[config.mk]
export PLATFORM = sky130hd
export DESIGN_NAME = min_priority_queue_array_core
export DESIGN_NICKNAME = d
export VERILOG_FILES = /design/src/rtl/mpq_pkg.sv /design/src/rtl/mpq_store.sv /design/src/rtl/mpq_out.sv /design/src/rtl/mpq_ctrl.sv /design/src/rtl/min_priority_queue_array_core.sv
export SDC_FILE = /design/constraint.sdc
export NUM_CORES = 2
export LEC_CHECK = 0
export BUFFER_PORTS_ARGS = -buffer_cell sky130_fd_sc_hd__buf_2
export CELL_PAD_IN_SITES_DETAIL_PLACEMENT = 0
export CELL_PAD_IN_SITES_GLOBAL_PLACEMENT = 2
export CORE_MARGIN = 5
export CORE_UTILIZATION = 30
export DETAILED_ROUTE_END_ITERATION = 16
export PLACE_DENSITY_LB_ADDON = 0.1
export RECOVER_POWER = 25
export SLEW_MARGIN = 20
export SYNTH_ARGS = -nofsm -noshare
export SYNTH_HDL_FRONTEND = slang
export SYNTH_SLANG_ARGS = --single-unit
[constraint.sdc]
create_clock -name clock -period 14.7 [get_ports clock]
set_input_delay 0.735 -clock clock [delete_from_list [all_inputs] [get_ports clock]]
set_output_delay 0.735 -clock clock [all_outputs]
set_load 0.01 [all_outputs]
[src/rtl/mpq_pkg.sv]
// shared types and constants for the unsorted-array min priority queue
// no dependencies; used by every module of the block
package mpq_pkg;

   localparam int DEPTH_DEFAULT       = 64;
   localparam int VALUE_WIDTH_DEFAULT = 32;

   localparam int ACTION_W = 2;
   localparam int STATUS_W = 2;
   localparam int LEVEL_W  = 7;
   localparam int CAP_W    = 7;

   localparam logic [ACTION_W-1:0] ACT_INSERT   = 2'd0;
   localparam logic [ACTION_W-1:0] ACT_DEL_MIN  = 2'd1;
   localparam logic [ACTION_W-1:0] ACT_PEEK_OLD = 2'd2;
   localparam logic [ACTION_W-1:0] ACT_PEEK_NEW = 2'd3;

   localparam logic [STATUS_W-1:0] ST_OK    = 2'd0;
   localparam logic [STATUS_W-1:0] ST_FULL  = 2'd1;
   localparam logic [STATUS_W-1:0] ST_EMPTY = 2'd2;

   localparam logic [CAP_W-1:0] CAP_RESET = 7'd64;

   typedef struct packed {
      logic [STATUS_W-1:0] status;
      logic [LEVEL_W-1:0]  fill_level;
   } rsp_info_type;

endpackage

[src/rtl/mpq_store.sv]
// entry memory: one write port, one read port, registered read data
// depends on mpq_pkg for default sizes
module mpq_store #(
   parameter int DEPTH       = mpq_pkg::DEPTH_DEFAULT,
   parameter int VALUE_WIDTH = mpq_pkg::VALUE_WIDTH_DEFAULT,
   localparam int ADDR_W     = $clog2(DEPTH)
) (
   input  logic                   clock,
   input  logic                   wr_en,
   input  logic [ADDR_W-1:0]      wr_addr,
   input  logic [VALUE_WIDTH-1:0] wr_data,
   input  logic                   rd_en,
   input  logic [ADDR_W-1:0]      rd_addr,
   output logic [VALUE_WIDTH-1:0] rd_data
);

   logic [VALUE_WIDTH-1:0] mem [DEPTH];
   logic [VALUE_WIDTH-1:0] rd_data_ff;

   always_ff @(posedge clock) begin
      if (wr_en) begin
         mem[wr_addr] <= wr_data;
      end
   end

   always_ff @(posedge clock) begin
      if (rd_en) begin
         rd_data_ff <= mem[rd_addr];
      end
   end

   assign rd_data = rd_data_ff;

endmodule

[src/rtl/mpq_out.sv]
// result output register between the sequencer and the rsp channel
// depends on mpq_pkg for the status struct
module mpq_out #(
   parameter int VALUE_WIDTH = mpq_pkg::VALUE_WIDTH_DEFAULT
) (
   input  logic                                clock,
   input  logic                                reset,
   input  logic                                load,
   input  logic signed [VALUE_WIDTH-1:0]       load_value,
   input  mpq_pkg::rsp_info_type               load_info,
   output logic                                ready,
   output logic                                rsp_valid,
   input  logic                                rsp_stall,
   output logic signed [VALUE_WIDTH-1:0]       rsp_result_value,
   output logic [mpq_pkg::STATUS_W-1:0]        rsp_status,
   output logic [mpq_pkg::LEVEL_W-1:0]         rsp_fill_level
);

   logic                           valid_ff;
   logic                           valid_in;
   logic signed [VALUE_WIDTH-1:0]  value_ff;
   mpq_pkg::rsp_info_type          info_ff;

   // free when empty or when the held transaction leaves this cycle
   assign ready    = !valid_ff || !rsp_stall;
   assign valid_in = load ? 1'b1 : (valid_ff && rsp_stall);

   always_ff @(posedge clock) begin
      if (reset) begin
         valid_ff <= 1'b0;
      end else begin
         valid_ff <= valid_in;
      end
   end

   always_ff @(posedge clock) begin
      if (load) begin
         value_ff <= load_value;
         info_ff  <= load_info;
      end
   end

   assign rsp_valid        = valid_ff;
   assign rsp_result_value = value_ff;
   assign rsp_status       = info_ff.status;
   assign rsp_fill_level   = info_ff.fill_level;

endmodule

[src/rtl/mpq_ctrl.sv]
// sequencer: decodes actions, scans the entry memory for the minimum and
// closes the gap by moving later entries down; depends on mpq_pkg
module mpq_ctrl #(
   parameter int DEPTH       = mpq_pkg::DEPTH_DEFAULT,
   parameter int VALUE_WIDTH = mpq_pkg::VALUE_WIDTH_DEFAULT,
   localparam int ADDR_W     = $clog2(DEPTH)
) (
   input  logic                              clock,
   input  logic                              reset,
   input  logic                              req_valid,
   output logic                              req_stall,
   input  logic [mpq_pkg::ACTION_W-1:0]      req_action,
   input  logic signed [VALUE_WIDTH-1:0]     req_insert_value,
   input  logic                              csr_wr_en,
   input  logic [mpq_pkg::CAP_W-1:0]         csr_wr_data,
   output logic                              mem_we,
   output logic [ADDR_W-1:0]                 mem_waddr,
   output logic [VALUE_WIDTH-1:0]            mem_wdata,
   output logic                              mem_re,
   output logic [ADDR_W-1:0]                 mem_raddr,
   input  logic [VALUE_WIDTH-1:0]            mem_rdata,
   input  logic                              out_ready,
   output logic                              out_load,
   output logic signed [VALUE_WIDTH-1:0]     out_value,
   output mpq_pkg::rsp_info_type             out_info
);

   localparam int CNT_W = $clog2(DEPTH + 1);
   localparam int CMP_W = ((CNT_W > mpq_pkg::CAP_W) ? CNT_W : mpq_pkg::CAP_W) + 1;

   localparam logic [2:0] S_IDLE  = 3'd0;
   localparam logic [2:0] S_DISP  = 3'd1;
   localparam logic [2:0] S_PEEK  = 3'd2;
   localparam logic [2:0] S_SCAN  = 3'd3;
   localparam logic [2:0] S_SHIFT = 3'd4;
   localparam logic [2:0] S_DONE  = 3'd5;

   logic [2:0]                     state_ff, state_in;
   logic [mpq_pkg::ACTION_W-1:0]   act_ff, act_in;
   logic [VALUE_WIDTH-1:0]         val_ff, val_in;
   logic [CNT_W-1:0]               fill_ff, fill_in;
   logic [mpq_pkg::CAP_W-1:0]      cap_ff, cap_in;
   logic [CNT_W-1:0]               rd_idx_ff, rd_idx_in;
   logic [CNT_W-1:0]               data_idx_ff, data_idx_in;
   logic [CNT_W-1:0]               wr_idx_ff, wr_idx_in;
   logic [CNT_W-1:0]               best_idx_ff, best_idx_in;
   logic [VALUE_WIDTH-1:0]         best_val_ff, best_val_in;
   logic [VALUE_WIDTH-1:0]         res_val_ff, res_val_in;
   logic [mpq_pkg::STATUS_W-1:0]   res_stat_ff, res_stat_in;

   logic [CMP_W-1:0]               fill_wide, cap_wide, depth_wide;
   logic [CMP_W-1:0]               data_idx_wide, best_nx_wide, wr_idx_wide;
   logic                           is_full, is_empty, take_new, last_data;
   logic [VALUE_WIDTH-1:0]         best_val_nx;
   logic [CNT_W-1:0]               best_idx_nx;
   logic [CNT_W-1:0]               best_plus1, wr_plus2, fill_minus1;

   assign fill_wide     = CMP_W'(fill_ff);
   assign cap_wide      = CMP_W'(cap_ff);
   assign depth_wide    = CMP_W'(DEPTH);
   assign data_idx_wide = CMP_W'(data_idx_ff);
   assign wr_idx_wide   = CMP_W'(wr_idx_ff);

   // a capacity above the built depth acts as the depth
   assign is_full  = (fill_wide >= cap_wide) || (fill_wide >= depth_wide);
   assign is_empty = (fill_ff == '0);

   // strict compare keeps the earliest entry on ties
   assign take_new    = (data_idx_ff == '0) || ($signed(mem_rdata) < $signed(best_val_ff));
   assign best_val_nx = take_new ? mem_rdata : best_val_ff;
   assign best_idx_nx = take_new ? data_idx_ff : best_idx_ff;
   assign best_nx_wide = CMP_W'(best_idx_nx);
   assign last_data   = (data_idx_wide + CMP_W'(1)) == fill_wide;

   assign best_plus1  = best_idx_nx + CNT_W'(1);
   assign wr_plus2    = wr_idx_ff + CNT_W'(2);
   assign fill_minus1 = fill_ff - CNT_W'(1);

   assign req_stall = (state_ff != S_IDLE);
   assign cap_in    = csr_wr_en ? csr_wr_data : cap_ff;

   // writes during the shift trail the reads by two places, so the single
   // read port never sees a stale entry
   always_comb begin
      state_in    = state_ff;
      act_in      = act_ff;
      val_in      = val_ff;
      fill_in     = fill_ff;
      rd_idx_in   = rd_idx_ff;
      data_idx_in = data_idx_ff;
      wr_idx_in   = wr_idx_ff;
      best_idx_in = best_idx_ff;
      best_val_in = best_val_ff;
      res_val_in  = res_val_ff;
      res_stat_in = res_stat_ff;
      mem_we      = 1'b0;
      mem_waddr   = '0;
      mem_wdata   = val_ff;
      mem_re      = 1'b0;
      mem_raddr   = '0;
      out_load    = 1'b0;

      case (state_ff)
         S_IDLE: begin
            if (req_valid) begin
               act_in   = req_action;
               val_in   = req_insert_value;
               state_in = S_DISP;
            end
         end
         S_DISP: begin
            res_val_in  = '0;
            res_stat_in = mpq_pkg::ST_OK;
            if (act_ff == mpq_pkg::ACT_INSERT) begin
               if (is_full) begin
                  res_stat_in = mpq_pkg::ST_FULL;
               end else begin
                  mem_we    = 1'b1;
                  mem_waddr = fill_ff[ADDR_W-1:0];
                  fill_in   = fill_ff + CNT_W'(1);
               end
               state_in = S_DONE;
            end else if (is_empty) begin
               res_stat_in = mpq_pkg::ST_EMPTY;
               state_in    = S_DONE;
            end else if (act_ff == mpq_pkg::ACT_DEL_MIN) begin
               mem_re      = 1'b1;
               mem_raddr   = '0;
               rd_idx_in   = CNT_W'(1);
               data_idx_in = '0;
               state_in    = S_SCAN;
            end else if (act_ff == mpq_pkg::ACT_PEEK_OLD) begin
               mem_re    = 1'b1;
               mem_raddr = '0;
               state_in  = S_PEEK;
            end else begin
               mem_re    = 1'b1;
               mem_raddr = fill_minus1[ADDR_W-1:0];
               state_in  = S_PEEK;
            end
         end
         S_PEEK: begin
            res_val_in = mem_rdata;
            state_in   = S_DONE;
         end
         S_SCAN: begin
            best_val_in = best_val_nx;
            best_idx_in = best_idx_nx;
            data_idx_in = data_idx_ff + CNT_W'(1);
            if (rd_idx_ff < fill_ff) begin
               mem_re    = 1'b1;
               mem_raddr = rd_idx_ff[ADDR_W-1:0];
               rd_idx_in = rd_idx_ff + CNT_W'(1);
            end
            if (last_data) begin
               res_val_in = best_val_nx;
               if ((best_nx_wide + CMP_W'(1)) < fill_wide) begin
                  mem_re    = 1'b1;
                  mem_raddr = best_plus1[ADDR_W-1:0];
                  wr_idx_in = best_idx_nx;
                  state_in  = S_SHIFT;
               end else begin
                  fill_in  = fill_minus1;
                  state_in = S_DONE;
               end
            end
         end
         S_SHIFT: begin
            mem_we    = 1'b1;
            mem_waddr = wr_idx_ff[ADDR_W-1:0];
            mem_wdata = mem_rdata;
            wr_idx_in = wr_idx_ff + CNT_W'(1);
            if ((wr_idx_wide + CMP_W'(2)) < fill_wide) begin
               mem_re    = 1'b1;
               mem_raddr = wr_plus2[ADDR_W-1:0];
            end else begin
               fill_in  = fill_minus1;
               state_in = S_DONE;
            end
         end
         S_DONE: begin
            if (out_ready) begin
               out_load = 1'b1;
               state_in = S_IDLE;
            end
         end
         default: begin
            state_in = S_IDLE;
         end
      endcase
   end

   assign out_value           = res_val_ff;
   assign out_info.status     = res_stat_ff;
   assign out_info.fill_level = fill_wide[mpq_pkg::LEVEL_W-1:0];

   always_ff @(posedge clock) begin
      if (reset) begin
         state_ff <= S_IDLE;
         fill_ff  <= '0;
         cap_ff   <= mpq_pkg::CAP_RESET;
      end else begin
         state_ff <= state_in;
         fill_ff  <= fill_in;
         cap_ff   <= cap_in;
      end
   end

   always_ff @(posedge clock) begin
      act_ff      <= act_in;
      val_ff      <= val_in;
      rd_idx_ff   <= rd_idx_in;
      data_idx_ff <= data_idx_in;
      wr_idx_ff   <= wr_idx_in;
      best_idx_ff <= best_idx_in;
      best_val_ff <= best_val_in;
      res_val_ff  <= res_val_in;
      res_stat_ff <= res_stat_in;
   end

endmodule

[src/rtl/min_priority_queue_array_core.sv]
// Min priority queue kept as an unsorted array in arrival order.
// req channel: req_action (insert, delete minimum, peek oldest, peek newest)
// and req_insert_value, taken when req_valid is high and req_stall low.
// rsp channel: one transaction per request with rsp_result_value, rsp_status
// (ok, full, empty) and rsp_fill_level, taken when rsp_valid and !rsp_stall.
// csr_wr_en / csr_wr_data set the capacity in use; write it only while idle.
// One request is worked at a time; the entries sit in a single-port-read
// memory. An insert, or any request that reports full or empty, is settled
// at dispatch; a peek of the oldest or newest entry reads that one entry;
// a delete minimum scans every entry with one memory read per cycle and
// then, if later entries follow the minimum, moves them down with one read
// plus one write per cycle.
// The next request can be taken in the cycle after the result loads.
// A new request is taken while an earlier result still waits on rsp_stall;
// its result then waits until the output register frees up.
// Reset (synchronous) empties the queue and sets the capacity to 64; the
// memory contents are not cleared, so no clearing pass is needed.
module min_priority_queue_array_core #(
   parameter int DEPTH       = mpq_pkg::DEPTH_DEFAULT,
   parameter int VALUE_WIDTH = mpq_pkg::VALUE_WIDTH_DEFAULT
) (
   input  logic                              clock,
   input  logic                              reset,
   input  logic                              req_valid,
   output logic                              req_stall,
   input  logic [mpq_pkg::ACTION_W-1:0]      req_action,
   input  logic signed [VALUE_WIDTH-1:0]     req_insert_value,
   output logic                              rsp_valid,
   input  logic                              rsp_stall,
   output logic signed [VALUE_WIDTH-1:0]     rsp_result_value,
   output logic [mpq_pkg::STATUS_W-1:0]      rsp_status,
   output logic [mpq_pkg::LEVEL_W-1:0]       rsp_fill_level,
   input  logic                              csr_wr_en,
   input  logic [mpq_pkg::CAP_W-1:0]         csr_wr_data
);

   localparam int ADDR_W = $clog2(DEPTH);

   logic                          mem_we, mem_re;
   logic [ADDR_W-1:0]             mem_waddr, mem_raddr;
   logic [VALUE_WIDTH-1:0]        mem_wdata, mem_rdata;
   logic                          out_ready, out_load;
   logic signed [VALUE_WIDTH-1:0] out_value;
   mpq_pkg::rsp_info_type         out_info;

   mpq_store #(
      .DEPTH       (DEPTH),
      .VALUE_WIDTH (VALUE_WIDTH)
   ) u_store (
      .clock   (clock),
      .wr_en   (mem_we),
      .wr_addr (mem_waddr),
      .wr_data (mem_wdata),
      .rd_en   (mem_re),
      .rd_addr (mem_raddr),
      .rd_data (mem_rdata)
   );

   mpq_ctrl #(
      .DEPTH       (DEPTH),
      .VALUE_WIDTH (VALUE_WIDTH)
   ) u_ctrl (
      .clock            (clock),
      .reset            (reset),
      .req_valid        (req_valid),
      .req_stall        (req_stall),
      .req_action       (req_action),
      .req_insert_value (req_insert_value),
      .csr_wr_en        (csr_wr_en),
      .csr_wr_data      (csr_wr_data),
      .mem_we           (mem_we),
      .mem_waddr        (mem_waddr),
      .mem_wdata        (mem_wdata),
      .mem_re           (mem_re),
      .mem_raddr        (mem_raddr),
      .mem_rdata        (mem_rdata),
      .out_ready        (out_ready),
      .out_load         (out_load),
      .out_value        (out_value),
      .out_info         (out_info)
   );

   mpq_out #(
      .VALUE_WIDTH (VALUE_WIDTH)
   ) u_out (
      .clock            (clock),
      .reset            (reset),
      .load             (out_load),
      .load_value       (out_value),
      .load_info        (out_info),
      .ready            (out_ready),
      .rsp_valid        (rsp_valid),
      .rsp_stall        (rsp_stall),
      .rsp_result_value (rsp_result_value),
      .rsp_status       (rsp_status),
      .rsp_fill_level   (rsp_fill_level)
   );

endmodule

==> flow_summary.json <==
{
  "status": "complete, but fails checks",
  "violations": "capacitance limit, slew limit",
  "syn_area_um2": 92360,
  "reg2reg_slack_ps": 5110,
  "synth_top_family_by_area": "simple AND/OR/NAND/NOR gates",
  "r2r_end": "u_store.rd_data[30]",
  "die_y_um": 564.9,
  "grt_first_pass_wirelength_um": 484400,
  "syn_to_final_growth_pct": 15.64,
  "ys_top_cells_by_area": "edfxtp_1 73%, nand2_1 8.7%, a311oi_1 3.0%",
  "fillCellCount": 29860,
  "synth_most_common_cell": "edfxtp_1",
  "ant_nets": 0,
  "hp-class": "input port to register",
  "setup_tns_ps": 0,
  "cts_made_buffers": 275,
  "synth_top_cell_by_area": "edfxtp_1",
  "wl_um": 351500,
  "die_w_um": 564.9,
  "placed_area_um2": 98320,
  "grt.total_usage_pct": 21.42,
  "cts_tree": "built",
  "cts_setup_buffers": 0,
  "initial_core_util_pct": 30.15,
  "leakage_nw": 36.69,
  "drc": 0,
  "grt-ovfl-total": 0,
  "synth_flop_cell": "edfxtp_1",
  "cp.required_ps": 15260,
  "r2r_start": "u_store.rd_data[14]",
  "synthAdderAreaFrac_pct": 0.8805,
  "synth_fp_nets": 7063,
  "drtIter0Drc": 5332,
  "worst_setup_path_end_kind": "register",
  "hpwl_um": 194900,
  "report.final.hold_viol_count": 0,
  "worstSetupPathType": "register to register",
  "synth-simple-area-share_pct": 14.87,
  "dieArea_um2": 319100,
  "vias": 59340,
  "routedWlPerCell_um": 30.81,
  "cts-root-buf": "clkbuf_16",
  "drive_gt1_share_pct": 10.22,
  "worst_ep_arrival_time_ps": 10150,
  "synth_area_per_cell_um2": 13.29,
  "num_rows": 203,
  "cp-endpoint": "u_store.rd_data[30]",
  "hold_depth": 3,
  "nNetsFinal": 7220,
  "power_mw": 22.09,
  "startpoint_type": "register",
  "io_buffer_count": 88,
  "clock_latency_ps": 890,
  "slew_headroom_pct": -179.9,
  "cts.sinks": 2267,
  "drv_cap": 25,
  "synth_top_cells_by_count": "2,249 x edfxtp_1, 2,130 x nand2_1, 435 x nand3_1",
  "grt_max_degree": 132,
  "clkTransAtPathRegs_ps": 60,
  "gp_congestion": 0.7967,
  "worst_r2r_path_depth": 26,
  "antenna_found_initial": 15,
  "ys_seq_area_share_pct": 73.51,
  "synth_mux_area_share_pct": 1.225,
  "synth-seq-cells": 2267,
  "max-vdd-ir-drop_mv": 0.2036,
  "drtPass1Iterations": 5,
  "ys_async_sr_fraction_pct": 0,
  "fmax_ghz": 0.1043,
  "synth-compound-area-share_pct": 6.502,
  "rsz0062_at_grt": "no",
  "synthCells": 6952,
  "synth_top_area_share_pct": 73.12,
  "power.density_nw_per_um2": 206.8,
  "ys_types": 81,
  "avgViaCountPerCell": 5.202,
  "tightestPinTransition_ps": 4199,
  "design_area_um2": 106800,
  "num_io_pins": 89,
  "ys.warnings.count": 0,
  "core_area_um2": 306300,
  "slew_viol_final": 1499,
  "cts_buffer_depth": 4,
  "period_minus_slack_ps": 9587,
  "fin_crit_sh_pct": 65.21,
  "h-tree-depth": 5,
  "synthXorXnorAreaFrac_pct": 0.3874,
  "first_global_vias": 57620,
  "finalSetupViolCount": 0,
  "critPathLaunch": "u_store.rd_data[14]",
  "skew_ps": 42.85,
  "synth_edf_count": 2249,
  "crit_fanout": 56
}
registers in the layout, indices dropped and copies added, names as in the netlist, 3 cells and up:
register / count
u_store.mem: 2048
u_ctrl.best_val_ff: 32
u_ctrl.out_value: 32
u_ctrl.val_ff: 32
u_out.rsp_result_value: 32
u_store.rd_data: 32
u_ctrl.best_idx_ff: 7
u_ctrl.cap_ff: 7
u_ctrl.data_idx_ff: 7
u_ctrl.fill_ff: 7
u_ctrl.rd_idx_ff: 7
u_ctrl.wr_idx_ff: 7
u_out.rsp_fill_level: 7
u_ctrl.state_ff: 3
cell families (layout without fill, tap and decap cells):
| kind of cell | count (synthesis) | after routing |
|---|---|---|
| AOI/OAI and AO/OA | 778 | 778 |
| xor gates and xnor gates | 40 | 40 |
| adders and majority gates | 65 | 65 |
| buffers and inverters | 505 | 852 |
| DFF | 2267 | 2267 |
| muxes | 107 | 107 |
| other | 0 | 7 |
| and+or+nand+nor | 3190 | 3190 |
layout by cell type, fill, tap and decap left out, types with 14 or more instances in the layout:
cell | Yosys | final
xnor2_1 | 27 | 27
clkinv_2 | 0 | 29
o21ai_1 | 15 | 15
o221ai_1 | 18 | 16
nand2_1 | 2130 | 2102
buf_12 | 0 | 17
clkbuf_16 | 0 | 283
inv_1 | 58 | 58
nand2_2 | 0 | 25
and3_1 | 319 | 319
a21o_1 | 17 | 17
dlygate4sd3_1 | 0 | 34
nor2_4 | 0 | 65
nand3_1 | 435 | 435
inv_6 | 0 | 14
edfxtp_1 | 2249 | 2249
a21oi_1 | 57 | 55
bufinv_16 | 0 | 14
ha_1 | 65 | 65
buf_4 | 43 | 159
a311oi_1 | 315 | 313
mux2_2 | 35 | 35
clkbuf_1 | 150 | 139
mux2i_1 | 70 | 70
dfxtp_1 | 18 | 18
nor4_1 | 32 | 25
or3_1 | 15 | 15
buf_2 | 211 | 41
clkinv_1 | 1 | 51
nand4_1 | 18 | 18
nor3_1 | 58 | 56
o21ai_0 | 74 | 74
a31oi_1 | 90 | 89
nor2_1 | 134 | 68
a21boi_0 | 29 | 29
a22o_1 | 47 | 47
critical path: stages, from the launching register on:
cell	delay, ps
edfxtp_1	740
ha_1	360
nand4_1	180
or3_1	160
a221oi_2	40
or4_4	530
a211oi_2	480
a21o_1	460
mux2i_2	390
xnor2_2	220
ha_1	310
a21o_1	170
a21o_1	170
a21o_1	170
a21oi_1	160
nor2b_1	90
or4_1	410
a211oi_2	310
o22a_4	630
buf_4	470
buf_4	640
nand2_1	100
and3_1	200
a311oi_1	610
a311oi_1	160
o21a_1	250
o41ai_2	750
area by class of cell:
cell class	count	area [µm²]	area share [%]
Antenna cell	7	17.52	0.01640
Multi-Input combinational cell	4180	22810	21.36
Inverter	59	221.5	0.2073
Sequential cell	2267	67900	63.57
Timing Repair Buffer	326	2400	2.247
Tap cell	4100	5130	4.803
Clock inverter	117	999.7	0.9360
Clock buffer	350	7333	6.866
power breakdown:
group	switching, mW	internal (mW)	total (mW)
registers	0.204	8.43	8.63
clock network	2.74	3.77	6.51
logic	5.35	1.60	6.95
worst min path at each step:
stage,to,slack [ps],start
floorplan,u_out.rsp_result_value[0],400,u_ctrl.out_value[0]
global placement,u_out.rsp_status[0],400,u_ctrl.res_stat_ff[0]
detailed placement,u_out.rsp_status[0],410,u_ctrl.res_stat_ff[0]
CTS,u_ctrl.cap_ff[6],6,csr_wr_data[6]
global route,u_ctrl.cap_ff[6],60,csr_wr_data[6]
finish,u_ctrl.cap_ff[6],80,csr_wr_data[6]
metrics by stage:
stage	cells	utilization, %	hold WS, ps	worst slack (ps)
3_5_place_dp	10900	32.10	405.6	5087
6_report	11410	34.87	82.88	5113
4_1_cts	11400	34.93	6.154	5028
5_1_grt	11400	34.86	64.49	4625
2_1_floorplan	6952	-	400.3	7676
3_3_place_gp	10890	32.06	401.0	4683
per-layer routing:
metal | vias to the layer above | global-route usage, % | wire length, µm
li1 | 26160 | - | -
met1 | 31160 | 30.32 | 160400
met5 | - | 0 | 0
met2 | 1643 | 34.92 | 164900
met4 | 0 | 4.878 | 8194
met3 | 376 | 3.054 | 17980
timing repair:
action / CTS / global route
hold buffers: 34 / 0
setup endpoints to repair: 0 / 0
endpoints found under the hold margin: 34 / 0
resized for setup: 0 / 0
(Power assumes the default switching activity.)
